<file path="config.mk">
export PLATFORM = sky130hd
export DESIGN_NAME = eabb_queue
export DESIGN_NICKNAME = d
export VERILOG_FILES = /design/src/hw/rtl/eabb_pkg.sv /design/src/hw/rtl/eabb_queue.sv
export SDC_FILE = /design/constraint.sdc
export NUM_CORES = 1
export LEC_CHECK = 0
export BUFFER_PORTS_ARGS = -buffer_cell sky130_fd_sc_hd__buf_2
export CORE_MARGIN = 3
export CORE_UTILIZATION = 54
export CTS_BUF_LIST = sky130_fd_sc_hd__clkbuf_4 sky130_fd_sc_hd__clkbuf_8
export DETAILED_ROUTE_END_ITERATION = 6
export PLACE_DENSITY_LB_ADDON = 0.15
export SYNTH_ARGS = -nofsm -noshare
export SYNTH_HDL_FRONTEND = slang
export SYNTH_SLANG_ARGS = --single-unit
</file>
<file path="constraint.sdc">
create_clock -name clk -period 16.5 [get_ports clk]
set_clock_uncertainty 0.15 [all_clocks]
set_input_delay 3.3 -clock clk [delete_from_list [all_inputs] [get_ports clk]]
set_output_delay 3.3 -clock clk [all_outputs]
set_load 0.01 [all_outputs]
</file>
<file path="src/hw/rtl/eabb_pkg.sv">
// Shared types, constants and helper functions for the edge-aware box blur.
// No dependencies; every other RTL file but eabb_ram imports this package.
`default_nettype none
package eabb_pkg;

  localparam int MAX_WIDTH  = 1024;
  localparam int MAX_HEIGHT = 4096;

  localparam int CH_W   = 8;
  localparam int PIX_W  = 3 * CH_W;
  localparam int COL_W  = 10;
  localparam int ROW_W  = 12;
  localparam int FW_W   = 11;
  localparam int FH_W   = 13;

  localparam int CFG_IDX_W  = 2;
  localparam int CFG_DATA_W = 13;
  localparam logic [CFG_IDX_W-1:0] CFG_FRAME_WIDTH  = 2'd0;
  localparam logic [CFG_IDX_W-1:0] CFG_FRAME_HEIGHT = 2'd1;

  localparam logic [FW_W-1:0] FW_RESET = 11'd1024;
  localparam logic [FH_W-1:0] FH_RESET = 13'd768;

  localparam int LS_ADDR_W = $clog2(MAX_WIDTH);
  localparam int LS_DATA_W = 2 * PIX_W;

  localparam int Q_DEPTH = 2;
  localparam int Q_PTR_W = (Q_DEPTH > 1) ? $clog2(Q_DEPTH) : 1;
  localparam int Q_CNT_W = $clog2(Q_DEPTH + 1);

  localparam int SUM_W       = 12;
  localparam int V_W         = 13;
  localparam int RECIP_W     = 16;
  localparam int RECIP_SHIFT = 16;
  localparam int PROD_W      = V_W + RECIP_W;

  typedef logic [PIX_W-1:0] pix_t;

  typedef struct packed {
    logic [CH_W-1:0] red_in;
    logic [CH_W-1:0] green_in;
    logic [CH_W-1:0] blue_in;
  } in_pix_t;

  typedef struct packed {
    logic [ROW_W-1:0] out_row;
    logic [COL_W-1:0] out_column;
    logic [CH_W-1:0]  red_out;
    logic [CH_W-1:0]  green_out;
    logic [CH_W-1:0]  blue_out;
    logic             last_of_run;
    logic             frame_end;
  } out_pix_t;

  // One classified input: window after the shift plus where it sits in the frame.
  typedef struct packed {
    pix_t [8:0]       win;
    logic [ROW_W-1:0] row;
    logic [COL_W-1:0] col;
    logic             y_ge1;
    logic             y_ge2;
    logic             y_last;
    logic             x_ge1;
    logic             x_ge2;
    logic             x_last;
  } win_entry_t;

  typedef struct packed {
    logic full;
    logic empty;
  } q_status_t;

  typedef enum logic {
    F_IDLE,
    F_READ
  } front_state_t;

  typedef enum logic [1:0] {
    B_IDLE,
    B_SUM,
    B_MUL,
    B_OUT
  } back_state_t;

  // ceil(2^16 / (2n)); exact for every dividend this block produces.
  function automatic logic [RECIP_W-1:0] recip(input logic [3:0] n);
    logic [RECIP_W-1:0] m;
    case (n)
      4'd1:    m = 16'd32768;
      4'd2:    m = 16'd16384;
      4'd3:    m = 16'd10923;
      4'd4:    m = 16'd8192;
      4'd6:    m = 16'd5462;
      4'd9:    m = 16'd3641;
      default: m = 16'd32768;
    endcase
    return m;
  endfunction

endpackage
`default_nettype wire

</file>
<file path="src/hw/rtl/eabb_queue.sv">
// Short queue of classified windows between the front and back ends.
// Depends on eabb_pkg.
`default_nettype none
module eabb_queue import eabb_pkg::*; (
  input  logic       clk,
  input  logic       rst_n,
  input  logic       push,
  input  win_entry_t push_entry,
  input  logic       pop,
  output win_entry_t head,
  output q_status_t  q_stat
);

  win_entry_t         mem_r [Q_DEPTH];
  logic [Q_PTR_W-1:0] wp_r, rp_r;
  logic [Q_CNT_W-1:0] cnt_r;

  assign head         = mem_r[rp_r];
  assign q_stat.full  = (cnt_r == Q_CNT_W'(Q_DEPTH));
  assign q_stat.empty = (cnt_r == '0);

  always_ff @(posedge clk) begin
    if (!rst_n) begin
      wp_r  <= '0;
      rp_r  <= '0;
      cnt_r <= '0;
    end else begin
      if (push) begin
        wp_r <= (wp_r == Q_PTR_W'(Q_DEPTH - 1)) ? '0 : wp_r + Q_PTR_W'(1);
      end
      if (pop) begin
        rp_r <= (rp_r == Q_PTR_W'(Q_DEPTH - 1)) ? '0 : rp_r + Q_PTR_W'(1);
      end
      if (push && !pop) cnt_r <= cnt_r + Q_CNT_W'(1);
      else if (pop && !push) cnt_r <= cnt_r - Q_CNT_W'(1);
    end
  end

  always_ff @(posedge clk) begin
    if (push) begin
      mem_r[wp_r] <= push_entry;
    end
  end

endmodule
`default_nettype wire

</file>
* Yosys cells after proc, flatten, opt, wreduce, memory -nomap -nowiden
Memory sizes are Yosys's and may differ from the RTL's. A register that Yosys moved wholly into a read port is not among the register bits. Index checks and enable logic that the tools add are counted.
Operators by class: muxes and demuxes 8, add/subtract/negate cells 4, equality and inequality tests 1, reduce and logical (&&, ||, !) cells 6
Operator list (number):
- 2-to-1 mux 1 bit | 6
- 2-to-1 mux 2 bit | 2
- adder 1 bit (second input constant) | 2
- adder 2 x 1 -> 2 bit (second input constant) | 1
- == test 2 bit (second input constant) | 1
- logical AND 1 bit | 2
- zero test 1 bit | 2
- zero test 2 bit | 1
- nonzero test 2 bit | 1
- subtractor 2 x 1 -> 2 bit (second input constant) | 1
Storage, ports and cells: RAM bits 488, memories 1, word-level logic and storage cells 23, bits in registers 4
Memories:
- mem_r | depth 2, width 244, rd ports 1, clocked after memory_dff 1, write ports 1, line eabb_queue.sv:14 | win_entry_t mem_r [Q_DEPTH];

* Depth between registers and ports, before layout
depth after elaboration 4, gate-level depth with buffers 5, depth with buffers taken out 5

* Worst setup path after synthesis
No wires, ideal clock.
path kind input-to-reg, start in push, end reg wp_r, setup time 0.108 ns, arrival time 14.649 ns, cell stages on the path 2, required time 16.242 ns, slack 1.593 ns, path through nor2b_1 > o21a_1
RTL lines:
- start, declared | line eabb_queue.sv:7 | input logic push,
- end signal, assigned | line eabb_queue.sv:29 | wp_r <= (wp_r == Q_PTR_W'(Q_DEPTH - 1)) ? '0 : wp_r + Q_PTR_W'(1);
- end, declared | line eabb_queue.sv:15 | logic [Q_PTR_W-1:0] wp_r, rp_r;

==> impl_metrics.toml <==
[grt]
grt_max_degree = 80
gr-usage-met2_pct = 35.5
busiest_layer = "met2"
grt-ovfl-total = 0
use_met1_pct = 24.3
grt_usage_pct = 21.3
met3_usage_pct = 8.23
grt_pass1_wl_mm = 57.5
grt_pass1_vias = 9787
antenna_found_initial = 17

[cts]
cts_max_level = 3
cts_resized = 0
path_clk_slew_ns = 0.06
cts_buffers = 78
clock_latency_ns = 0.57
cts_tree = "yes"
post_cts_buffers = 0
clock_sinks = 493
clockBufferDepth = 3
cts.hold.buffers_added = 0
cts-root-buf = "clkbuf_8"

[min_path]
hp-class = "reg -> reg"
worstHoldStart = "cnt_r[1]"

[placement]
io_buffers = 493
placed_cells = 1705
dp_slack_ns = 9.52
dp_hpwl_mm = 27.9
gp_congestion = 0.807

[power]
p_leak_uw = 0.00896
vdd_drop_max_uv = 85.3
p_per_area_nw_per_um2 = 120

[finish]
multiInputGateArea_sq_um = 3470
final_common_cell = "buf_2"
areaGrowthSynthToFinish_pct = 23.7
seq_area_sq_um = 14800
nFillCells = 2259
instances_no_fill = 1854
drive_gt1_share_pct = 62.2
final_cell_mix = "buf_2 (493), edfxtp_1 (488), mux2_4 (160)"
post-route-util_pct = 68.0
nNetsFinal = 1586

[worst_setup_path]
worstSetupStartpointType = "flip-flop"
cp_max_fo = 74
worstPathRequired_ns = 13.05
crit_path_end_kind = "output port"
arrival_ns = 4.13
worstSetupPathType = "reg -> out"
worstReg2RegStart = "wp_r"

[drt]
viasPerCell = 5.09
wire_per_inst_um = 21.6
wirelength_mm = 40.1
drt-initial-drc-count = 550
drt_pass1_iterations = 5
antenna_left = 0
vias = 9431
drcViolationCount = 0

[floorplan]
boundaryPins = 494
fp.dieH_um = 191
core_area_sq_um = 33600
start_util_pct = 55.0
std_cell_rows = 67
dieArea_sq_um = 36500
die_w_um = 191

[synth]
synthAdderAreaFrac_pct = 0.0677
yosysTopAreaCellShare_pct = 79.3
syn-cell-area_sq_um = 18500
synth_nets = 1030
ys_seq_area_share_pct = 79.9
ys_warn_count = 0
syn_inst = 781
synth_xor_area_share_pct = 0.142
synthTopCellsByArea = "edfxtp_1 (79%), mux2_4 (13%), mux2_2 (5.1%)"
synthMuxAreaShare_pct = 18.1
ys_types = 17
synth_top_family_by_area = "multiplexers"
synth_top_area_cell = "edfxtp_1"
avgSynthCellArea_sq_um = 23.7
yosys.area_share.simple_pct = 0.291
synth-compound-area-share_pct = 0.108
synth_seq_cells = 493

[run_status]
status = "complete, no violations"

[timing]
clock.fmax_mhz = 132
tns_ns = 0
rsz0062_at_grt = "false"
timing.hold.ws_ns = 0.360
finalCritPeriodShare_pct = 46.0
maxSlewHeadroom_pct = 27.3
slew_viol_final = 0
setup_ws_ns = 8.92
finalCriticalPeriod_ns = 7.58
setup_viol = 0
hold_violations = 0
tightest_slew_ns = 1.09

[flow_run]
maxCapViolCount = 0
## routing by layer
metal / share of wire, % / wire [um] / vias to the layer above
met5: 0.19 / 76 / -
met4: 3.3 / 1310 / 14
met3: 11 / 4250 / 79
met2: 50 / 20100 / 435
met1: 36 / 14300 / 4643
li1: - / - / 4260
## registers in the layout, indices dropped and copies added, names as in the netlist, named ones only
signal and cells:
mem_r 488, rp_r 1, cnt_r 2, wp_r 1
## cells in the mapped netlist
master,instances
o21a_1,1
edfxtp_1,488
xor2_1,2
buf_2,8
dfxtp_1,5
nor2_1,1
nor2b_1,3
or3_1,1
o21ai_0,1
mux2_2,84
ha_1,1
and2_1,4
inv_1,1
a21boi_0,1
buf_6,19
mux2_4,160
xnor2_1,1
## worst max-delay path, stage by stage (launching register included)
cell and delay [ns]:
dfxtp_4 1.03, buf_4 0.96, buf_4 0.90, mux2_4 0.36, buf_2 0.14
## power breakdown
group          total, uW  switching (uW)  internal [uW]
sequential          1470            24.0           1450
clock                973             434            539
combinational        305             152            153
## kinds of logic after synthesis
kind of cell	after synthesis
flops	493
xor+xnor	3
buf+inv	28
mux	244
simple gates	9
fa+ha+maj	1
compound gates	3
## through the flow
| stage | area, sq um | total power (uW) |
|---|---|---|
| 2_1_floorplan | 18500 | 1700 |
| 5_1_grt | 22900 | 2870 |
| 3_5_place_dp | 21300 | 1810 |
| 4_1_cts | 22800 | 2790 |
| 3_3_place_gp | 21300 | 1800 |
| 6_report | 22900 | 2750 |
## area by class of cell
type | instances | share of cell area (%)
Clock buffer | 112 | 5.90
Tap cell | 448 | 2.45
Sequential cell | 493 | 64.6
Antenna cell | 10 | 0.109
Multi-Input combinational cell | 260 | 15.2
Timing Repair Buffer | 503 | 11.1
Clock inverter | 27 | 0.635
Inverter | 1 | 0.0164
## worst paths after layout
kind,end,slack (ns),cells after the start
hold / removal,cnt_r[1],0.36,2
setup reg to reg,mem_r[1][101],12.96,3
setup / recovery,head[66],8.92,4
hold reg to reg,cnt_r[1],0.36,2
No activity file was read; power rests on OpenSTA's default activity.
