--- config.mk ---
export PLATFORM = sky130hd
export DESIGN_NAME = eabb_back
export DESIGN_NICKNAME = d
export VERILOG_FILES = /design/src/hw/rtl/eabb_pkg.sv /design/src/hw/rtl/eabb_back.sv
export SDC_FILE = /design/constraint.sdc
export NUM_CORES = 2
export LEC_CHECK = 0
export ABC_CLOCK_PERIOD_IN_PS = 18600
export BUFFER_PORTS_ARGS = -buffer_cell sky130_fd_sc_hd__buf_4
export CORE_MARGIN = 8
export CORE_UTILIZATION = 40
export CTS_CLUSTER_SIZE = 28
export DETAILED_ROUTE_END_ITERATION = 12
export HOLD_SLACK_MARGIN = 0.02
export SYNTH_ARGS = -nofsm -noshare
export SYNTH_HDL_FRONTEND = slang
export SYNTH_SLANG_ARGS = --single-unit
--- constraint.sdc ---
create_clock -name clk -period 18.6 [get_ports clk]
set_input_delay 3.72 -clock clk [delete_from_list [all_inputs] [get_ports clk]]
set_output_delay 3.72 -clock clk [all_outputs]
set_load 0.01 [all_outputs]
--- src/hw/rtl/eabb_pkg.sv ---
// Shared types, constants and helper functions for the edge-aware box blur.
// No dependencies; every other RTL file but eabb_ram imports this package.
`default_nettype none
package eabb_pkg;

  localparam int MAX_WIDTH  = 1024;
  localparam int MAX_HEIGHT = 4096;

  localparam int CH_W   = 8;
  localparam int PIX_W  = 3 * CH_W;
  localparam int COL_W  = 10;
  localparam int ROW_W  = 12;
  localparam int FW_W   = 11;
  localparam int FH_W   = 13;

  localparam int CFG_IDX_W  = 2;
  localparam int CFG_DATA_W = 13;
  localparam logic [CFG_IDX_W-1:0] CFG_FRAME_WIDTH  = 2'd0;
  localparam logic [CFG_IDX_W-1:0] CFG_FRAME_HEIGHT = 2'd1;

  localparam logic [FW_W-1:0] FW_RESET = 11'd1024;
  localparam logic [FH_W-1:0] FH_RESET = 13'd768;

  localparam int LS_ADDR_W = $clog2(MAX_WIDTH);
  localparam int LS_DATA_W = 2 * PIX_W;

  localparam int Q_DEPTH = 2;
  localparam int Q_PTR_W = (Q_DEPTH > 1) ? $clog2(Q_DEPTH) : 1;
  localparam int Q_CNT_W = $clog2(Q_DEPTH + 1);

  localparam int SUM_W       = 12;
  localparam int V_W         = 13;
  localparam int RECIP_W     = 16;
  localparam int RECIP_SHIFT = 16;
  localparam int PROD_W      = V_W + RECIP_W;

  typedef logic [PIX_W-1:0] pix_t;

  typedef struct packed {
    logic [CH_W-1:0] red_in;
    logic [CH_W-1:0] green_in;
    logic [CH_W-1:0] blue_in;
  } in_pix_t;

  typedef struct packed {
    logic [ROW_W-1:0] out_row;
    logic [COL_W-1:0] out_column;
    logic [CH_W-1:0]  red_out;
    logic [CH_W-1:0]  green_out;
    logic [CH_W-1:0]  blue_out;
    logic             last_of_run;
    logic             frame_end;
  } out_pix_t;

  // One classified input: window after the shift plus where it sits in the frame.
  typedef struct packed {
    pix_t [8:0]       win;
    logic [ROW_W-1:0] row;
    logic [COL_W-1:0] col;
    logic             y_ge1;
    logic             y_ge2;
    logic             y_last;
    logic             x_ge1;
    logic             x_ge2;
    logic             x_last;
  } win_entry_t;

  typedef struct packed {
    logic full;
    logic empty;
  } q_status_t;

  typedef enum logic {
    F_IDLE,
    F_READ
  } front_state_t;

  typedef enum logic [1:0] {
    B_IDLE,
    B_SUM,
    B_MUL,
    B_OUT
  } back_state_t;

  // ceil(2^16 / (2n)); exact for every dividend this block produces.
  function automatic logic [RECIP_W-1:0] recip(input logic [3:0] n);
    logic [RECIP_W-1:0] m;
    case (n)
      4'd1:    m = 16'd32768;
      4'd2:    m = 16'd16384;
      4'd3:    m = 16'd10923;
      4'd4:    m = 16'd8192;
      4'd6:    m = 16'd5462;
      4'd9:    m = 16'd3641;
      default: m = 16'd32768;
    endcase
    return m;
  endfunction

endpackage
`default_nettype wire

--- src/hw/rtl/eabb_back.sv ---
// Back end: walks the results of one window, sums, divides and drives the output register.
// Depends on eabb_pkg.
`default_nettype none
module eabb_back import eabb_pkg::*; (
  input  logic       clk,
  input  logic       rst_n,
  input  win_entry_t head,
  input  q_status_t  q_stat,
  output logic       pop,
  output logic       out_valid,
  input  logic       out_ready,
  output out_pix_t   out_data
);

  back_state_t          state_r, state_nxt;
  logic [1:0]           sub_r;
  logic [3:0]           pres;
  logic [2:0]           first_c, next_c;
  logic [2:0]           row_in, col_in;
  logic [1:0]           nr, nc;
  logic [3:0]           n;
  logic [SUM_W-1:0]     sr, sg, sb;
  logic [V_W-1:0]       v_r [3];
  logic [RECIP_W-1:0]   m_r;
  logic [PROD_W-1:0]    prod_r [3];
  logic [ROW_W-1:0]     row_r;
  logic [COL_W-1:0]     col_r;
  logic                 last_r, fend_r;
  logic                 out_valid_r, out_load;
  out_pix_t             out_data_r;

  // Smallest present combination at or after start; bit 2 flags a hit.
  function automatic logic [2:0] find_combo(input logic [3:0] p, input logic [2:0] start);
    logic [2:0] r;
    r = 3'b000;
    for (int j = 3; j >= 0; j--) begin
      if (p[j] && (3'(j) >= start)) r = {1'b1, 2'(j)};
    end
    return r;
  endfunction

  // Combination bit 1 picks the current row, bit 0 the current column.
  assign pres = {head.y_last && head.x_last, head.y_last && head.x_ge1,
                 head.y_ge1 && head.x_last, head.y_ge1 && head.x_ge1};
  assign first_c = find_combo(pres, 3'd0);
  assign next_c  = find_combo(pres, {1'b0, sub_r} + 3'd1);

  always_comb begin
    row_in = {1'b1, head.y_ge1, !sub_r[1] && head.y_ge2};
    col_in = {1'b1, head.x_ge1, !sub_r[0] && head.x_ge2};
    nr     = 2'($countones(row_in));
    nc     = 2'($countones(col_in));
    n      = {2'b00, nr} * {2'b00, nc};
    sr     = '0;
    sg     = '0;
    sb     = '0;
    for (int i = 0; i < 3; i++) begin
      for (int j = 0; j < 3; j++) begin
        if (row_in[i] && col_in[j]) begin
          sr = sr + SUM_W'(head.win[i*3+j][3*CH_W-1:2*CH_W]);
          sg = sg + SUM_W'(head.win[i*3+j][2*CH_W-1:CH_W]);
          sb = sb + SUM_W'(head.win[i*3+j][CH_W-1:0]);
        end
      end
    end
  end

  always_comb begin
    state_nxt = state_r;
    case (state_r)
      B_IDLE:  if (!q_stat.empty) state_nxt = B_SUM;
      B_SUM:   state_nxt = B_MUL;
      B_MUL:   state_nxt = B_OUT;
      B_OUT:   if (out_load) state_nxt = last_r ? B_IDLE : B_SUM;
      default: state_nxt = B_IDLE;
    endcase
  end

  always_comb begin
    out_load = 1'b0;
    pop      = 1'b0;
    case (state_r)
      B_OUT: begin
        out_load = !out_valid_r || out_ready;
        pop      = out_load && last_r;
      end
      default: out_load = 1'b0;
    endcase
  end

  always_ff @(posedge clk) begin
    if (!rst_n) begin
      state_r     <= B_IDLE;
      sub_r       <= '0;
      out_valid_r <= 1'b0;
    end else begin
      state_r <= state_nxt;
      if (state_r == B_IDLE && !q_stat.empty) sub_r <= first_c[1:0];
      else if (out_load && !last_r) sub_r <= next_c[1:0];
      if (out_load) out_valid_r <= 1'b1;
      else if (out_ready) out_valid_r <= 1'b0;
    end
  end

  always_ff @(posedge clk) begin
    if (state_r == B_SUM) begin
      v_r[0] <= {sr, 1'b0} + V_W'(n);
      v_r[1] <= {sg, 1'b0} + V_W'(n);
      v_r[2] <= {sb, 1'b0} + V_W'(n);
      m_r    <= recip(n);
      row_r  <= sub_r[1] ? head.row : head.row - ROW_W'(1);
      col_r  <= sub_r[0] ? head.col : head.col - COL_W'(1);
      last_r <= !next_c[2];
      fend_r <= (sub_r == 2'd3);
    end
    if (state_r == B_MUL) begin
      for (int k = 0; k < 3; k++) begin
        prod_r[k] <= PROD_W'(v_r[k]) * PROD_W'(m_r);
      end
    end
    if (out_load) begin
      out_data_r.out_row     <= row_r;
      out_data_r.out_column  <= col_r;
      out_data_r.red_out     <= prod_r[0][RECIP_SHIFT +: CH_W];
      out_data_r.green_out   <= prod_r[1][RECIP_SHIFT +: CH_W];
      out_data_r.blue_out    <= prod_r[2][RECIP_SHIFT +: CH_W];
      out_data_r.last_of_run <= last_r;
      out_data_r.frame_end   <= fend_r;
    end
  end

  assign out_valid = out_valid_r;
  assign out_data  = out_data_r;

endmodule
`default_nettype wire

After elaboration in Yosys (flattened, before gate mapping) --
Memories as Yosys holds them, arrays and structs flattened. A register that Yosys moved wholly into a read port is not among the register bits. Index checks and enable logic that the tools add are counted.
Word-level totals: input bits 249, memory bits (writable) 126, bits in latches 0, bits in registers 69, output and inout bits 50, memories 2, word-level logic and storage cells 143, ROM bits 0
Memory list:
- prod_r | depth 3, bits a word 29, read ports 3, clocked after Yosys merged registers in 3, write ports 3, line eabb_back.sv:25 | logic [PROD_W-1:0] prod_r [3];
- v_r | depth 3, bits a word 13, read ports 3, clocked after Yosys merged registers in 0, write ports 3, line eabb_back.sv:23 | logic [V_W-1:0] v_r [3];
Operators by class: multipliers 4, reductions and logical operators 27, shift-type cells 0, add/sub/neg operators 34, bitwise operators 0, magnitude comparators 4, div/mod/pow operators 0, mux-type cells 49, eq/ne operators 11
Operator list (count):
- 12-bit by 8-bit adder with 12-bit output | 24
- 12-bit 2-to-1 mux | 22
- 13-bit by 16-bit multiplier with 29-bit output | 3
- 16-bit one-hot mux with 5 select lines | 1
- 13-bit by 4-bit adder with 13-bit output | 3
- 8-bit 2-to-1 mux | 3
- 1-bit logical AND | 16
- 2-bit 2-to-1 mux | 8
- 3-bit 2-to-1 mux | 4
- 12-bit by 1-bit subtractor with 12-bit output (second input constant) | 1
- 10-bit 2-to-1 mux | 1
- 10-bit by 1-bit subtractor with 10-bit output (second input constant) | 1
- 1-bit 2-to-1 mux | 9
- 4-bit by 2-bit == test with 1-bit output (second input constant) | 2
- 4-bit by 3-bit == test with 1-bit output (second input constant) | 2
- 2-bit one-hot mux with 4 select lines | 1
- 2-bit == test (second input constant) | 3
- 1-bit by 3-bit >= comparator with 1-bit output (first input constant) | 2
- 2-bit by 3-bit >= comparator with 1-bit output (first input constant) | 2
- 1-bit logical NOT | 6
- 1-bit by 1-bit adder with 2-bit output | 2
- 2-bit by 1-bit adder with 2-bit output (second input constant) | 2
- 4-bit == test (second input constant) | 1
- 2-bit by 2-bit multiplier with 4-bit output | 1
- other kinds (7) | 9

Longest topological paths before layout --
depth in word-level cells 20, gate-level depth with buffers 51, depth with buffers taken out 49

Worst setup path before layout --
Ideal clock, no wire load.
path type input -> register, start point input port head[4] in the netlist's numbering, end point memory v_r[1][12] (netlist: v_r[0][25]) (data pin), path slack 5.740 ns, data required time 18.332 ns, data arrival time 12.593 ns, setup time 0.268 ns, stages 49, path through nor4bb_4 -> clkbuf_1 -> clkbuf_1 -> and2_1 -> ha_1 -> inv_1 -> fa_1 -> nor2b_1 -> o21ai_0 -> a21oi_1 -> xnor2_1 -> o21ai_0 -> ha_1 -> or2_2 -> a21oi_1 -> ha_1 -> o21a_1 -> o31a_1 -> [... 13 more ...] -> ha_1 -> xnor2_1 -> nor2_1 -> a21oi_1 -> ha_1 -> xnor2_1 -> mux2_2 -> ha_1 -> o21ai_0 -> a21boi_0 -> o21ai_0 -> nand2b_1 -> nand2_1 -> or3_1 -> nand4b_1 -> nand3_1 -> a211oi_1 -> xnor3_1
RTL lines:
- start, declared | line eabb_back.sv:7 | input win_entry_t head,
- end, declared | line eabb_back.sv:23

==> flow_summary.ini <==
[grt]
grt_pass1_vias = 24105
grt_max_degree = 70
grt_pass1_wl_mm = 129
antenna_found_initial = 15
grt_overflow = 0
grtUsageTotal_pct = 19.0

[finish]
layout-drive-gt1-share_pct = 11.6
layout.nets = 4611
area_growth_pct = 13.1
fillers = 7392

[clock_tree]
clk_pin_slew_ns = 0.08
hold_buffers = 0
tritoncts = done
cts.root.buffer_cell = clkbuf_16
post_cts_resized = 0
clk_latency_ns = 0.47
postCtsSetupBuffers = 0
clockBufferDepth = 2
cts.sinks = 146
numCtsBuffers = 17
cts_htree_levels = 4

[outcome]
outcome = finished, final reports clean

[worst_setup_path]
rr_endpoint = v_r[0][38]$_DFFE_PN_
path_class = in2reg
cp-start-kind = input port
reg2regPathDepth = 46
cp_slowest_cell = nor3_1
crit_arrival_ns = 14.17
end_kind = flop
cp_max_fo = 33
r2r_start = sub_r[1]$_SDFFE_PN0P_
critPathMaxStageDelay_ns = 0.87
worstPathRequired_ns = 18.81
r2r_setup_slack_ns = 7.44
path_common_cell = ha_1

[synth]
ys.warnings.count = 0
syn_inst = 3306
synthArstFlopShare_pct = 0
netlist_area_um2 = 30500
yosysTopAreaCellShare_pct = 27.8
synth_edf_count = 141
synthTopCellsByArea = fa_1, ha_1, edfxtp_1
synth-seq-cells = 146
yosys.area.top_type = fa_1
synth-seq-area-share_pct = 14.2
syn_avg_cell_area_um2 = 9.22
synth_nets = 4342
synth_cell_types = 91
synth_ff_type = edfxtp_1

[sta]
worst_pin_slew_ns = 1.10
min_period_over_period_pct = 75.0
max_freq_ghz = 0.0717
final_max_slew_viol_count = 0
hold_viol = 0
finClkSkew_ns = 0.0167
setup_slack_ns = 4.65
rsz0062_at_grt = no
setup-tns-final_ns = 0
setup_viol = 0
slew_headroom_pct = 25.9
period_needed_ns = 13.95

[flow_run]
drv_cap = 0

[routing]
drt_iter0_markers = 894
totalWireLength_mm = 80.6
post-route-drc-count = 0
num_vias = 22916
vias_per_cell = 5.01
antenna_left = 0
wl_per_cell_um = 17.6
drtPass1Iterations = 5

[placed_design]
portBuffers = 297
dp_hpwl_mm = 69.6
pre_cts_slack_ns = 4.24
gp_congestion = 0.908

[floorplanning]
ios = 299
start_util_pct = 40.3
design.core.area_um2 = 75700
die_h_um = 292
row_count = 101
die_w_um = 292
die-area_um2 = 85300

[min_path]
hp-class = reg2reg
hold_depth = 0
holdPathEnd = out_data[5]$_DFFE_PP_
holdCritStartpoint = prod_r[0][77]$_DFFE_PN_
-- worst max path at each step --
stage                  from                   end  slack (ns)  cells after the start
floorplan           head[4]  v_r[0][25]$_DFFE_PN_        5.74                     49
global placement    head[4]  v_r[0][38]$_DFFE_PN_        4.36                     47
detailed placement  head[4]  v_r[0][38]$_DFFE_PN_        4.24                     46
CTS                 head[4]  v_r[0][38]$_DFFE_PN_        4.70                     46
global route        head[4]  v_r[0][38]$_DFFE_PN_        3.94                     50
finish              head[4]  v_r[0][38]$_DFFE_PN_        4.65                     47
-- routing by layer --
layer	part of all wire [%]	track usage (%)	vias to the layer above
met2	50	34.2	401
met4	2.1	5.04	20
met3	4.8	3.58	94
li1	-	-	11407
met1	43	23.2	10994
met5	0.16	0	-
-- logic make-up after synthesis --
kind of cell               count (synthesis)  share of synthesized area (%)
DFF                                      146                           14.2
muxes                                     47                           1.66
AOI/OAI and AO/OA                        595                           12.6
xor gates and xnor gates                 224                           6.79
adders and majority gates                787                           42.7
buffers and inverters                    656                           8.10
and+or+nand+nor                          851                           13.9
-- critical path, delay by kind of cell --
| kind | cells | cell delay, ns |
|---|---|---|
| simple gates | 13 | 3.10 |
| fa+ha+maj | 9 | 2.88 |
| compound gates | 17 | 2.61 |
| xor+xnor | 4 | 1.06 |
| buf+inv | 3 | 0.48 |
| mux | 1 | 0.29 |
-- through the flow --
step                      hold slack, ns  std cells  util (%)  cell area [µm²]
after floorplan                    0.400       3306         -            30500
after detailed placement           0.405       4534      44.7            33900
final                              0.412       4571      45.6            34500
after CTS                          0.407       4566      45.6            34500
after global placement             0.401       4534      44.7            33900
after global routing               0.425       4566      45.6            34500
-- synth_stat cells, types with 24 or more instances --
| cell | count |
|---|---|
| and2_1 | 205 |
| ha_1 | 364 |
| o21a_1 | 38 |
| nor2b_1 | 53 |
| nand3_1 | 36 |
| nor2_1 | 171 |
| edfxtp_1 | 141 |
| fa_1 | 423 |
| mux2_2 | 24 |
| nand2_1 | 240 |
| nor3_1 | 48 |
| xor2_1 | 77 |
| a21oi_1 | 158 |
| inv_1 | 586 |
| a21o_1 | 63 |
| clkbuf_1 | 58 |
| xnor2_1 | 137 |
| o21ai_0 | 154 |
| a211oi_1 | 26 |
| nand2b_1 | 30 |
-- area by class of cell --
| cell class | instances | area, µm² | share of cell area (%) |
|---|---|---|---|
| antenna | 5 | 12.5 | 0.0363 |
| inverter | 588 | 2210 | 6.40 |
| tap | 978 | 1220 | 3.55 |
| clock inverter | 15 | 201 | 0.584 |
| clock buffer | 17 | 425 | 1.23 |
| timing repair buffer | 318 | 2390 | 6.92 |
| sequential | 146 | 4330 | 12.6 |
| multi-input combinational | 2504 | 23700 | 68.7 |
-- sequential cells by signal, indices dropped and copies added, names as in the netlist --
| signal | flops |
|---|---|
| last_r | 1 |
| prod_r | 24 |
| fend_r | 1 |
| sub_r | 2 |
| m_r | 8 |
| out_data | 48 |
| state_r | 2 |
| row_r | 12 |
| col_r | 10 |
| v_r | 37 |
| out_valid | 1 |
-- placed cells by master (no fill, tap or decap), types with 52 or more instances in the layout --
| cell | n |
|---|---|
| inv_1 | 585 |
| fa_1 | 423 |
| ha_1 | 363 |
| buf_4 | 318 |
| nand2_1 | 240 |
| and2_1 | 205 |
| nor2_1 | 170 |
| a21oi_1 | 158 |
| o21ai_0 | 154 |
| edfxtp_1 | 141 |
| xnor2_1 | 137 |
| xor2_1 | 77 |
| a21o_1 | 63 |
| nor2b_1 | 52 |
Power is not shown: default switching activity piles up to over one toggle a cycle in this logic, so the estimate is an artifact.
